[src/line_sensor_pid_steering_defines.svh]
// Assertion macros for the line sensor PID steering block.
`ifndef LINE_SENSOR_PID_STEERING_DEFINES_SVH
`define LINE_SENSOR_PID_STEERING_DEFINES_SVH

`ifndef SYNTHESIS
// Same-cycle implication, sampled on clk, off while rst_n is low.
`define LSPS_ASSERT_IMP(label, ante, cons) \
  label: assert property (@(posedge clk) disable iff (!rst_n) (ante) |-> (cons)) \
    else $error("lsps assertion failed");
// Next-cycle implication, sampled on clk, off while rst_n is low.
`define LSPS_ASSERT_NXT(label, ante, cons) \
  label: assert property (@(posedge clk) disable iff (!rst_n) (ante) |=> (cons)) \
    else $error("lsps assertion failed");
`else
`define LSPS_ASSERT_IMP(label, ante, cons)
`define LSPS_ASSERT_NXT(label, ante, cons)
`endif

`endif

[src/lsps_pkg.sv]
// Shared constants, codes and control types of the line sensor PID steering block.
`default_nettype none

package lsps_pkg;

  localparam int SENSOR_COUNT = 13;

  localparam int SAMPLE_W   = 10;
  localparam int THR_W      = 10;
  localparam int POS_W      = 12;
  localparam int GAIN_W     = 24;
  localparam int PWM_W      = 8;
  localparam int CLS_W      = 3;
  localparam int CFG_IDX_W  = 3;
  localparam int CFG_DATA_W = 24;

  // frame bookkeeping
  localparam int SCNT_W      = $clog2(SENSOR_COUNT);
  localparam int CNT_W       = $clog2(SENSOR_COUNT);
  localparam int MAX_IDX_SUM = (SENSOR_COUNT - 1) * (SENSOR_COUNT - 2) / 2;
  localparam int IDX_W       = $clog2(MAX_IDX_SUM + 1);
  localparam int FRAC_W      = 8;
  localparam int DVD_W       = IDX_W + FRAC_W;

  localparam int WIDE_DARK_COUNT = 10;
  localparam int FORCED_ERROR    = 1536;
  localparam int WIDE_POSITION   = (SENSOR_COUNT * 256 > 4095) ? 4095 : SENSOR_COUNT * 256;

  // PID arithmetic
  localparam int ERR_W       = 16;
  localparam int DERR_W      = ERR_W + 1;
  localparam int INTEG_W     = 32;
  localparam int MUL_A_W     = GAIN_W + 1;
  localparam int PROD_W      = MUL_A_W + INTEG_W;
  localparam int ACC_W       = PROD_W + 1;
  localparam int GAIN_FRAC_W = 24;
  localparam int U_W         = ACC_W - GAIN_FRAC_W;
  localparam int DUTY_W      = U_W + 2;
  localparam int MUL_TERMS   = 3;

  // sequencer step counter covers the divider and the multiply sequence
  localparam int STEP_W = $clog2(DVD_W);

  // corner masks
  localparam int EDGE_W = 5;
  localparam logic [SENSOR_COUNT-1:0] ALL_MASK   = {SENSOR_COUNT{1'b1}};
  localparam logic [SENSOR_COUNT-1:0] RIGHT_MASK = SENSOR_COUNT'({EDGE_W{1'b1}});
  localparam logic [SENSOR_COUNT-1:0] LEFT_MASK  = RIGHT_MASK << (SENSOR_COUNT - EDGE_W);

  // register map
  localparam logic [CFG_IDX_W-1:0] REG_DARK_THRESHOLD = 3'd0;
  localparam logic [CFG_IDX_W-1:0] REG_CENTER_SETPOINT = 3'd1;
  localparam logic [CFG_IDX_W-1:0] REG_GAIN_PROP      = 3'd2;
  localparam logic [CFG_IDX_W-1:0] REG_GAIN_INTEG     = 3'd3;
  localparam logic [CFG_IDX_W-1:0] REG_GAIN_DERIV     = 3'd4;
  localparam logic [CFG_IDX_W-1:0] REG_BASE_SPEED     = 3'd5;

  localparam logic [THR_W-1:0]  RST_DARK_THRESHOLD  = 10'd700;
  localparam logic [POS_W-1:0]  RST_CENTER_SETPOINT = 12'd1364;
  localparam logic [GAIN_W-1:0] RST_GAIN_PROP       = 24'd327680;
  localparam logic [GAIN_W-1:0] RST_GAIN_INTEG      = 24'd66;
  localparam logic [GAIN_W-1:0] RST_GAIN_DERIV      = 24'd327680;
  localparam logic [PWM_W-1:0]  RST_BASE_SPEED      = 8'd80;

  typedef enum logic [CLS_W-1:0] {
    CLS_NONE      = 3'd0,
    CLS_LEFT      = 3'd1,
    CLS_RIGHT     = 3'd2,
    CLS_ALL_DARK  = 3'd3,
    CLS_ALL_LIGHT = 3'd4
  } corner_t;

  typedef enum logic [1:0] {
    MSEL_PROP  = 2'd0,
    MSEL_INTEG = 2'd1,
    MSEL_DERIV = 2'd2
  } mul_sel_t;

  typedef struct packed {
    logic     sample_take;
    logic     div_init;
    logic     div_step;
    logic     err_load;
    logic     mul_en;
    mul_sel_t mul_sel;
    logic     acc_load;
    logic     acc_add;
    logic     u_load;
    logic     out_load;
  } lsps_cmd_t;

  typedef struct packed {
    logic last_sample;
  } lsps_sts_t;

endpackage

`default_nettype wire

[src/lsps_ctrl.sv]
// Sequencer of the line sensor PID steering block: frame-end divide, PID and output steps.
`default_nettype none

module lsps_ctrl (
  input  logic                 clk,
  input  logic                 rst_n,
  input  logic                 start,
  output logic                 busy,
  input  lsps_pkg::lsps_sts_t  sts,
  output lsps_pkg::lsps_cmd_t  cmd
);
  import lsps_pkg::*;

  typedef enum logic [6:0] {
    ST_IDLE  = 7'b0000001,
    ST_DINIT = 7'b0000010,
    ST_DIV   = 7'b0000100,
    ST_ERR   = 7'b0001000,
    ST_MUL   = 7'b0010000,
    ST_FIN   = 7'b0100000,
    ST_OUT   = 7'b1000000
  } state_t;

  state_t            state_r, state_nxt;
  logic [STEP_W-1:0] cnt_r, cnt_nxt;
  logic              accept;

  assign accept = start && (state_r == ST_IDLE);
  assign busy   = (state_r != ST_IDLE);

  always_comb begin
    state_nxt = state_r;
    cnt_nxt   = cnt_r;
    cmd       = '0;
    case (state_r)
      ST_IDLE: begin
        cmd.sample_take = accept;
        if (accept && sts.last_sample) begin
          state_nxt = ST_DINIT;
        end
      end
      ST_DINIT: begin
        cmd.div_init = 1'b1;
        cnt_nxt      = '0;
        state_nxt    = ST_DIV;
      end
      ST_DIV: begin
        cmd.div_step = 1'b1;
        if (cnt_r == STEP_W'(DVD_W - 1)) begin
          cnt_nxt   = '0;
          state_nxt = ST_ERR;
        end else begin
          cnt_nxt = cnt_r + STEP_W'(1);
        end
      end
      ST_ERR: begin
        cmd.err_load = 1'b1;
        cnt_nxt      = '0;
        state_nxt    = ST_MUL;
      end
      ST_MUL: begin
        // one product issued per step, each summed from prod_r into the accumulator
        cmd.mul_en   = (cnt_r < STEP_W'(MUL_TERMS));
        cmd.mul_sel  = mul_sel_t'(cnt_r[1:0]);
        cmd.acc_load = (cnt_r == STEP_W'(1));
        cmd.acc_add  = (cnt_r >= STEP_W'(2));
        if (cnt_r == STEP_W'(MUL_TERMS)) begin
          cnt_nxt   = '0;
          state_nxt = ST_FIN;
        end else begin
          cnt_nxt = cnt_r + STEP_W'(1);
        end
      end
      ST_FIN: begin
        cmd.u_load = 1'b1;
        state_nxt  = ST_OUT;
      end
      ST_OUT: begin
        cmd.out_load = 1'b1;
        state_nxt    = ST_IDLE;
      end
      default: begin
        state_nxt = ST_IDLE;
        cnt_nxt   = '0;
      end
    endcase
  end

  always_ff @(posedge clk) begin
    if (!rst_n) begin
      state_r <= ST_IDLE;
      cnt_r   <= '0;
    end else begin
      state_r <= state_nxt;
      cnt_r   <= cnt_nxt;
    end
  end

endmodule

`default_nettype wire

[config.mk]
export PLATFORM = sky130hd
export DESIGN_NAME = lsps_ctrl
export DESIGN_NICKNAME = d
export VERILOG_FILES = /design/src/line_sensor_pid_steering_defines.svh /design/src/lsps_pkg.sv /design/src/lsps_ctrl.sv
export SDC_FILE = /design/constraint.sdc
export NUM_CORES = 1
export LEC_CHECK = 0
export ABC_AREA = 1
export BUFFER_PORTS_ARGS = -buffer_cell sky130_fd_sc_hd__buf_2
export CAP_MARGIN = 5
export CELL_PAD_IN_SITES_DETAIL_PLACEMENT = 0
export CELL_PAD_IN_SITES_GLOBAL_PLACEMENT = 1
export CORE_MARGIN = 4
export CORE_UTILIZATION = 40
export DETAILED_ROUTE_END_ITERATION = 8
export GPL_TIMING_DRIVEN = 0
export PLACE_DENSITY = 0.8
export RECOVER_POWER = 50
export SYNTH_ARGS = -nofsm -noshare
export SYNTH_HDL_FRONTEND = slang
export SYNTH_SLANG_ARGS = --single-unit
[constraint.sdc]
create_clock -name clk -period 2.78 [get_ports clk]
set_clock_uncertainty 0.2 [all_clocks]
set_input_delay 0.278 -clock clk [delete_from_list [all_inputs] [get_ports clk]]
set_output_delay 0.278 -clock clk [all_outputs]
set_load 0.01 [all_outputs]
; ---- Word level (Yosys, flattened, before mapping)
; Index checks and enable logic that the tools add are counted.
[word_totals]
register_bits = 11
inputBits = 4
word_cells = 37
[classes]
addsub = 1
n_lt_le_gt_ge = 2
n_eq_ne = 14
n_mux = 14
reduce_logical = 4
[ops]
columns = op, n
row1 = $pmux W7 S6, 1
row2 = $mux W7, 3
row3 = $pmux W4 S3, 1
row4 = $mux W4, 2
row5 = $eq A7 B1 Y1 const B, 1
row6 = $eq A7 B2 Y1 const B, 1
row7 = $eq A7 B3 Y1 const B, 1
row8 = $eq A7 B4 Y1 const B, 1
row9 = $eq A7 B5 Y1 const B, 1
row10 = $eq A7 B6 Y1 const B, 1
row11 = $eq A7 B7 Y1 const B, 1
row12 = $ne A7 B1 Y1 const B, 1
row13 = $mux W1, 6
row14 = $mux W5, 1
row15 = $add A4 B1 Y4 const B, 1
row16 = $eq A4 B1 Y1 const B, 1
row17 = $eq A4 B2 Y1 const B, 1
row18 = $eq A4 B4 Y1 const B, 1
row19 = $ge A4 B2 Y1 const B, 1
row20 = $lt A4 B2 Y1 const B, 1
row21 = $ne A2 B2 Y1 const B, 2
row22 = $reduce_and A3 Y1, 1
row23 = $reduce_or A3 Y1, 1
row24 = $logic_and A1 B1 Y1, 2
row25 = $ne A2 B1 Y1 const B, 1

; ---- Longest topological paths before layout
; Gate-level depths: netlist (run 1).
[depth]
word_depth = 5
mapped_depth = 8

; ---- Worst setup path before layout (run 1)
; No wires, ideal clock.
[synth_path]
kind = register to output
start = reg cnt_r[0]
end = out cmd[6] in the netlist's numbering
arrival_time_ps = 949
required_ps = 2302
setup_slack_ps = 1353
stages_incl_launch_ff = 5
cell_sequence = dfxtp_1 ha_1 nand2_2 nand3_4 nor2_1
[synth_rtl]
columns = item, line
row1 = from (decl), lsps_ctrl.sv:25  ; logic [STEP_W-1:0] cnt_r, cnt_nxt;
row2 = from (signal assigned), lsps_ctrl.sv:95  ; cnt_r <= cnt_nxt;
row3 = to (decl), lsps_ctrl.sv:10  ; output lsps_pkg::lsps_cmd_t cmd

==> results.py, run 1 <==
metrics = {
    "finish": {
        "final_cell_mix": "nand2_1 (21), nor2_1 (18), buf_2 (15)",
        "diodes": 0,
        "fin_nets": 144,
        "multi_input_area_um2": 479,
        "final_common_cell": "nand2_1",
        "drive_gt1_share_pct": 32.4,
        "register_area_um2": 220,
        "stdcell_count": 161,
        "fillCellCount": 208,
        "syn_to_final_growth_pct": 11.9,
        "utilization_pct": 49.6,
    },
    "grt": {
        "globalRoute.totalOverflow": 0,
        "grt_pass1_vias": 674,
        "grt_pass1_wl_um": 2920,
        "grt_usage_pct": 14.1,
        "antenna_found_initial": 0,
        "grt_max_degree": 8,
    },
    "critical_path": {
        "r2r_slack_ns": 0.96,
        "crit_fanout": 5,
        "path_class": "flop to primary output",
        "arrival_ns": 1.39,
        "cp-start-kind": "flop",
        "crit_required_ns": 2.30,
        "cp-end-kind": "primary output",
        "timing.rr.end": "state_r[4]$_SDFFE_PN0P_",
        "reg2reg_depth": 8,
        "worstReg2RegStart": "cnt_r[0]$_SDFFE_PN0N_",
    },
    "die": {
        "top_level_ports": 16,
        "fp.coreArea_um2": 1820,
        "start_util_pct": 44.3,
        "fp-row-count": 15,
        "die_h_um": 52.9,
        "die_w_um": 52.9,
        "die-area_um2": 2800,
    },
    "detailed_routing": {
        "first_iter_violations": 10,
        "ant_nets": 0,
        "routedWlPerCell_um": 10.6,
        "drt_pass1_iterations": 4,
        "drcViolationCount": 0,
        "vias": 762,
        "vias_per_cell": 4.73,
        "detail_route.wirelength_um": 1710,
    },
    "timing": {
        "tightest_slew_ns": 0.260,
        "slew_headroom_pct": 82.7,
        "rsz0062_at_grt": "false",
        "slew_viol_final": 0,
        "finalHoldViolCount": 0,
        "setup_tns_ns": 0,
        "period_share_pct": 67.3,
        "period_needed_ns": 1.87,
        "fmax_mhz": 534,
        "fin_ws_ns": 0.909,
        "setup_viol": 0,
    },
    "logic_synthesis": {
        "syn_nets": 124,
        "synth_top_flop_cell": "dfxtp_1",
        "yosys_warnings": 0,
        "synthTopCellsByArea": "dfxtp_1 (27%), nand2_1 (9.3%), nor2_1 (8.4%)",
        "synth_area_leader_cell": "dfxtp_1",
        "synth_area_per_cell_um2": 6.90,
        "synth-async-reset-ratio_pct": 0,
        "synth_top_area_share_pct": 27.3,
        "yosysSeqAreaShare_pct": 27.3,
        "ys_ff_latch": 11,
        "syn-instance-count": 117,
        "synth_edf_count": 0,
        "synthesis.area_um2": 807,
        "synth_cell_types": 23,
    },
    "clock_tree": {
        "ctsLongestPathBuffers": 2,
        "ctsHoldBuffers": 0,
        "worst_skew_pair.late_latency_ns": 0.27,
        "cts_made_buffers": 3,
        "cts_resized": 0,
        "cts.sinks": 11,
        "clkTransAtPathRegs_ns": 0.08,
        "cts_setup_buffers": 0,
        "h-tree-depth": 1,
        "cts-root-buf": "clkbuf_4",
        "cts_tree": "built",
    },
    "pwr": {
        "p_leak_nw": 0.433,
        "peakVddDrop_mv": 0.361,
        "p_per_area_nw_per_um2": 691,
        "p_total_uw": 625,
    },
    "place": {
        "port_buffers": 15,
        "pre_cts_slack_ns": 1.21,
        "dp_cells": 157,
        "gp_congestion": 0.782,
        "dp_hpwl_um": 1410,
    },
    "min_path": {
        "min_to": "state_r[0]$_SDFFE_PN1P_",
        "hp-class": "primary input to flop",
        "min_path_cells": 2,
        "hold_path_startpoint": "rst_n",
    },
    "run_status": {
        "outcome": "completed",
    },
    "job": {
        "drv_cap": 0,
    },
}
## report_power, final
group / switching (mW) / internal (mW)
clock network: 0.0583 / 0.0555
logic: 0.201 / 0.105
registers: 0.0264 / 0.178
total: 0.286 / 0.338
## synthesized netlist by cell type (2+ instances only)
library cell	number
nor3_1	5
nand2_1	20
nor2_4	2
o21ai_0	2
inv_1	11
nand3_4	3
a21oi_1	3
ha_1	3
a21oi_2	3
nand2_2	5
dfxtp_1	11
inv_2	6
nor2_1	18
nand3_1	8
nand3_2	2
nor2_2	8
## cells by family (layout without fill, tap and decap cells)
family / after synthesis / after routing / share of synthesized area (%)
XOR/XNOR: 2 / 2 / 2.17
AO/OA/AOI/OAI: 9 / 9 / 6.98
buffers and inverters: 18 / 37 / 8.84
flip-flops: 11 / 11 / 27.3
AND/OR/NAND/NOR: 74 / 74 / 50.1
adder cells (fa/ha/maj): 3 / 3 / 4.65
## sequential cells by signal (all words and copies together), names as in the netlist
register  flops
state_r       7
cnt_r         4
## metal layers
layer  global-route usage [%]  part of all wire [%]
met2                     21.3                    43
met4                     3.83                  0.70
met5                        0                     0
met3                     3.66                   4.3
met1                     19.6                    52
## critical path: stages (launching register included)
cell and delay, ns:
dfxtp_1 0.40, inv_1 0.10, ha_1 0.23, nor3_1 0.18
nor2_1 0.06, buf_2 0.13
## worst max-delay path by stage
stage | from | to | depth (start not counted)
2_1_floorplan | cnt_r[0]$_SDFFE_PN0N_ | cmd[6] | 4
3_3_place_gp | cnt_r[0]$_SDFFE_PN0N_ | cmd[2] | 5
5_1_grt | state_r[0]$_SDFFE_PN1P_ | cmd[4] | 6
4_1_cts | cnt_r[0]$_SDFFE_PN0N_ | cmd[2] | 5
6_report | cnt_r[0]$_SDFFE_PN0N_ | cmd[2] | 5
3_5_place_dp | cnt_r[0]$_SDFFE_PN0N_ | cmd[2] | 5
## area by class of cell
| class | instances | share of cell area (%) |
|---|---|---|
| Buffer | 1 | 0.831 |
| Clock buffer | 4 | 2.91 |
| Inverter | 17 | 7.06 |
| Multi-Input combinational cell | 88 | 53.0 |
| Sequential cell | 11 | 24.4 |
| Tap cell | 25 | 3.46 |
| Timing Repair Buffer | 15 | 8.31 |
## per-stage QoR
step | area, µm² | hold WS [ns]
floorplan | 807 | 0.163
global placement | 913 | 0.293
detailed placement | 913 | 0.294
CTS | 940 | 0.0603
global route | 903 | 0.0690
finish | 903 | 0.0629
Note: power is estimated with default switching activity, not from simulation.
==> inputs of run 2 (changes only) <==
--- a/config.mk
+++ b/config.mk
@@ -11,10 +11,10 @@
 export CELL_PAD_IN_SITES_DETAIL_PLACEMENT = 0
 export CELL_PAD_IN_SITES_GLOBAL_PLACEMENT = 1
 export CORE_MARGIN = 4
-export CORE_UTILIZATION = 40
+export CORE_UTILIZATION = 37
 export DETAILED_ROUTE_END_ITERATION = 8
 export GPL_TIMING_DRIVEN = 0
-export PLACE_DENSITY = 0.8
+export PLACE_DENSITY = 0.74
 export RECOVER_POWER = 50
 export SYNTH_ARGS = -nofsm -noshare
 export SYNTH_HDL_FRONTEND = slang
==> constraint.sdc (replaced) <==
create_clock -name clk -period 1.9 [get_ports clk]
set_clock_uncertainty 0.2 [all_clocks]
set_input_delay 0.19 -clock clk [delete_from_list [all_inputs] [get_ports clk]]
set_output_delay 0.19 -clock clk [all_outputs]
set_load 0.01 [all_outputs]
==> results.py, run 2 (synthesis gave the netlist of run 1 again) <==
metrics = {
    "critical_path": {
        "arrival_ns": 1.37,
        "cp_cell_sequence": "nor2_1 -> nand2_1 -> or2_2 -> inv_1 -> buf_2",
        "slowest_delay_ns": 0.34,
        "crit_required_ns": 1.51,
        "crit_fanout": 4,
        "cp-end-kind": "primary output",
        "cp-start-kind": "flop",
        "crit_slowest_cell": "dfxtp_1",
        "path_class": "flop to primary output",
    },
    "min_path": {
        "hp-class": "primary input to flop",
    },
    "timing": {
        "period_share_pct": 92.4,
        "fmax_mhz": 569,
        "fin_ws_ns": 0.144,
        "slew_headroom_pct": 82.3,
        "period_needed_ns": 1.76,
        "setup_tns_ns": 0,
        "rsz0062_at_grt": "false",
        "slew_viol_final": 0,
        "tightest_slew_ns": 0.265,
        "fin_hold_ws_ns": 0.124,
        "finalHoldViolCount": 0,
        "setup_viol": 0,
    },
    "die": {
        "start_util_pct": 39.9,
        "die_w_um": 54.7,
        "fp.coreArea_um2": 2020,
        "die_h_um": 54.7,
        "die-area_um2": 2990,
        "top_level_ports": 16,
        "fp-row-count": 16,
    },
    "grt": {
        "grt_pass1_wl_um": 3160,
        "antenna_found_initial": 0,
        "grt_pass1_vias": 731,
        "grt_usage_pct": 14.9,
        "globalRoute.totalOverflow": 0,
        "grt_max_degree": 8,
    },
    "detailed_routing": {
        "ant_nets": 0,
        "routedWlPerCell_um": 10.8,
        "drt_pass1_iterations": 4,
        "detail_route.wirelength_um": 1770,
        "drcViolationCount": 0,
        "vias": 776,
        "first_iter_violations": 11,
        "vias_per_cell": 4.73,
    },
    "place": {
        "dp_cells": 159,
        "pre_cts_slack_ns": 0.341,
        "dp_hpwl_um": 1460,
        "port_buffers": 15,
        "gp_congestion": 0.837,
    },
    "clock_tree": {
        "cts.sinks": 11,
        "h-tree-depth": 1,
        "worst_skew_pair.late_latency_ns": 0.27,
        "ctsLongestPathBuffers": 2,
        "cts-root-buf": "clkbuf_4",
        "cts_made_buffers": 3,
        "clkTransAtPathRegs_ns": 0.07,
        "cts_tree": "built",
    },
    "pwr": {
        "p_per_area_nw_per_um2": 1010,
        "p_total_uw": 939,
        "p_sw_uw": 429,
        "p_leak_nw": 0.442,
        "pwr-share-clk_pct": 17.4,
        "seq_power_share_pct": 31.9,
        "peakVddDrop_mv": 0.437,
        "switching_share_pct": 45.6,
        "pwr-share-comb_pct": 50.6,
        "internal_power_uw": 511,
    },
    "finish": {
        "top_register": "state_r",
        "biggestRegsByFlops": "state_r (7), cnt_r (4)",
        "syn_to_final_growth_pct": 15.7,
        "final_cell_mix": "nand2_1 (21), nor2_1 (18), buf_2 (15)",
        "final_common_cell": "nand2_1",
        "largest_reg_flops": 7,
        "diodes": 0,
        "stdcell_count": 164,
        "drive_gt1_share_pct": 34.3,
        "fillCellCount": 217,
        "fin_nets": 145,
    },
    "job": {
        "drv_cap": 0,
    },
    "run_status": {
        "outcome": "completed",
    },
}
[run 2: worst max-delay path: cells and delay by family (launching register included)]
family / cells / cell delay (ns)
flops: 1 / 0.34
buf+inv: 2 / 0.18
simple gates: 3 / 0.59
[run 2: layer usage]
layer	wire length (µm)	share of wire [%]	GRT usage, %
met1	819	46	19.0
met2	852	48	23.8
met3	66	3.7	2.45
met4	30	1.7	7.47
met5	0	0	0
[run 2: cell type report]
type / instances / area [µm²] / share of cell area [%]
inverters: 17 / 63.8 / 6.84
multi-input cells: 88 / 495 / 53.1
repair buffers: 16 / 85.1 / 9.12
plain buffers: 1 / 7.51 / 0.804
well taps: 27 / 33.8 / 3.62
clock buffers: 4 / 26.3 / 2.82
flip-flops and latches: 11 / 221 / 23.7
[run 2: timing repair]
action / 4_1_cts / 5_1_grt
setup endpoints to repair: 0 / 1
hold endpoints to repair: 2 / 0
buffers inserted: 0 / 0
resized for setup: 0 / 1
hold buffers: 1 / 0
[run 2: worst paths after layout]
path,startpoint,endpoint,slack (ns),cells past startpoint
hold reg to reg,state_r[1]$_SDFFE_PN0P_,state_r[1]$_SDFFE_PN0P_,0.31,2
setup / recovery,state_r[5]$_SDFFE_PN0P_,cmd[9],0.14,5
setup reg to reg,cnt_r[0]$_SDFFE_PN0N_,cnt_r[3]$_SDFFE_PN0N_,0.25,7
hold / removal,sts,state_r[1]$_SDFFE_PN0P_,0.12,4
[run 2: stage by stage]
stage               cell area [µm²]  utilization (%)
detailed placement              916             45.3
floorplan                       807                -
global placement                916             45.3
finish                          933             46.2
global route                    933             46.2
CTS                             952             47.1
[run 2: power groups by stage]
stage / registers [mW] / logic [mW] / clock network (mW)
after detailed placement: 0.305 / 0.487 / 0
after global placement: 0.303 / 0.486 / 0
after CTS: 0.299 / 0.490 / 0.170
after floorplan: 0.298 / 0.377 / 0
after global routing: 0.307 / 0.554 / 0.181
final: 0.300 / 0.476 / 0.164
==> inputs of run 3 (changes only) <==
--- a/config.mk
+++ b/config.mk
@@ -6,15 +6,15 @@
 export NUM_CORES = 1
 export LEC_CHECK = 0
 export ABC_AREA = 1
-export BUFFER_PORTS_ARGS = -buffer_cell sky130_fd_sc_hd__buf_2
 export CAP_MARGIN = 5
 export CELL_PAD_IN_SITES_DETAIL_PLACEMENT = 0
 export CELL_PAD_IN_SITES_GLOBAL_PLACEMENT = 1
 export CORE_MARGIN = 4
-export CORE_UTILIZATION = 37
+export CORE_UTILIZATION = 42
 export DETAILED_ROUTE_END_ITERATION = 8
+export DONT_BUFFER_PORTS = 1
 export GPL_TIMING_DRIVEN = 0
-export PLACE_DENSITY = 0.74
+export PLACE_DENSITY = 0.73
 export RECOVER_POWER = 50
 export SYNTH_ARGS = -nofsm -noshare
 export SYNTH_HDL_FRONTEND = slang
==> results.py, run 3 (synthesis gave the netlist of run 1 again) <==
metrics = {
    "run_status": {
        "outcome": "completed",
    },
    "detailed_routing": {
        "vias_per_cell": 4.77,
        "detail_route.wirelength_um": 1620,
        "vias": 711,
        "first_iter_violations": 3,
        "ant_nets": 0,
        "drt_pass1_iterations": 2,
        "routedWlPerCell_um": 10.9,
        "drcViolationCount": 0,
    },
    "timing": {
        "rsz0062_at_grt": "false",
        "finalHoldViolCount": 0,
        "setup_tns_ns": 0,
        "slew_headroom_pct": 75.5,
        "fin_hold_ws_ns": 0.0492,
        "tightest_slew_ns": 0.366,
        "period_needed_ns": 1.71,
        "slew_viol_final": 0,
        "fin_ws_ns": 0.194,
        "setup_viol": 0,
        "fmax_mhz": 586,
        "period_share_pct": 89.8,
    },
    "die": {
        "die-area_um2": 2690,
        "fp.coreArea_um2": 1760,
        "top_level_ports": 16,
        "die_h_um": 51.8,
        "fp-row-count": 15,
        "die_w_um": 51.8,
        "start_util_pct": 45.7,
    },
    "clock_tree": {
        "cts_made_buffers": 3,
        "cts.sinks": 11,
        "cts-root-buf": "clkbuf_4",
        "worst_skew_pair.late_latency_ns": 0.27,
        "cts_tree": "built",
        "cts_resized": 0,
        "ctsLongestPathBuffers": 2,
        "h-tree-depth": 1,
        "cts_setup_buffers": 0,
        "ctsHoldBuffers": 3,
        "clkTransAtPathRegs_ns": 0.07,
    },
    "grt": {
        "antenna_found_initial": 0,
        "grt_usage_pct": 14.4,
        "globalRoute.totalOverflow": 0,
        "grt_pass1_wl_um": 2880,
        "grt_max_degree": 8,
        "grt_pass1_vias": 684,
    },
    "min_path": {
        "hold_path_startpoint": "sts",
        "min_to": "state_r[0]$_SDFFE_PN1P_",
        "hp-class": "primary input to flop",
        "min_path_cells": 3,
    },
    "pwr": {
        "seq_power_share_pct": 33.1,
        "p_sw_uw": 414,
        "internal_power_uw": 487,
        "p_per_area_nw_per_um2": 1020,
        "peakVddDrop_mv": 0.372,
        "pwr-share-comb_pct": 49.1,
        "pwr-share-clk_pct": 17.8,
        "switching_share_pct": 46.0,
        "p_leak_nw": 0.373,
    },
    "job": {
        "drv_cap": 0,
    },
    "place": {
        "port_buffers": 0,
        "dp_hpwl_um": 1350,
        "dp_cells": 142,
        "pre_cts_slack_ns": 0.304,
        "gp_congestion": 0.745,
    },
    "critical_path": {
        "r2r_slack_ns": 0.26,
        "arrival_ns": 1.32,
        "cp-end-kind": "primary output",
        "crit_required_ns": 1.51,
        "cp-start-kind": "flop",
        "timing.rr.end": "cnt_r[3]$_SDFFE_PN0N_",
        "worstReg2RegStart": "cnt_r[0]$_SDFFE_PN0N_",
        "path_class": "flop to primary output",
        "crit_fanout": 6,
        "reg2reg_depth": 7,
    },
    "finish": {
        "final_common_cell": "nand2_1",
        "diodes": 0,
        "syn_to_final_growth_pct": 9.30,
        "stdcell_count": 149,
        "drive_gt1_share_pct": 24.2,
        "top_register": "state_r",
        "fin_nets": 132,
        "largest_reg_flops": 7,
        "biggestRegsByFlops": "state_r (7), cnt_r (4)",
        "final_cell_mix": "nand2_1 (22), nor2_1 (19), inv_1 (11), dfxtp_1 (11), nand3_1 (9)",
    },
}
-- run 3: power by group through the flow --
stage	registers, mW	clock network [mW]	logic, mW
after floorplan	0.298	0	0.377
after detailed placement	0.304	0	0.449
after global placement	0.303	0	0.450
after global routing	0.304	0.180	0.499
after CTS	0.299	0.164	0.456
final	0.298	0.160	0.442
-- run 3: layer usage --
| metal | track usage (%) | vias up | wire (µm) |
|---|---|---|---|
| li1 | - | 382 | - |
| met1 | 16.3 | 316 | 718 |
| met2 | 26.2 | 9 | 835 |
| met3 | 2.87 | 4 | 44 |
| met4 | 5.24 | 0 | 23 |
| met5 | 0 | - | 0 |
-- run 3: final cells by class --
class                           instances  area [µm²]
Sequential cell                        11         220
Inverter                               17        63.8
Timing Repair Buffer                    3        30.0
Multi-Input combinational cell         88         503
Clock buffer                            4        26.3
Tap cell                               25        31.3
Fill cell                             197         882
Buffer                                  1        7.51
-- run 3: worst max path at each step --
stage | slack [ns] | to | from | cells past startpoint
2_1_floorplan | 0.48 | state_r[4]$_SDFFE_PN0P_ | cnt_r[0]$_SDFFE_PN0N_ | 8
3_3_place_gp | 0.33 | state_r[4]$_SDFFE_PN0P_ | cnt_r[0]$_SDFFE_PN0N_ | 8
3_5_place_dp | 0.30 | state_r[4]$_SDFFE_PN0P_ | cnt_r[0]$_SDFFE_PN0N_ | 8
4_1_cts | 0.17 | cmd[6] | cnt_r[0]$_SDFFE_PN0N_ | 4
5_1_grt | 0.07 | cnt_r[1]$_SDFFE_PN0N_ | cnt_r[0]$_SDFFE_PN0N_ | 7
6_report | 0.19 | cmd[6] | cnt_r[1]$_SDFFE_PN0N_ | 4
-- run 3: through the flow --
stage | instance area [µm²] | utilization, % | total power [mW]
2_1_floorplan | 807 | - | 0.675
3_3_place_gp | 838 | 47.5 | 0.752
3_5_place_dp | 838 | 47.5 | 0.753
4_1_cts | 895 | 50.7 | 0.919
5_1_grt | 882 | 50.0 | 0.984
6_report | 882 | 50.0 | 0.901
-- run 3: worst max-delay path: stages, from the launching register on --
cell     delay [ns]
dfxtp_1        0.37
ha_1           0.25
nand2_2        0.11
nand3_4        0.11
nor2_1         0.21
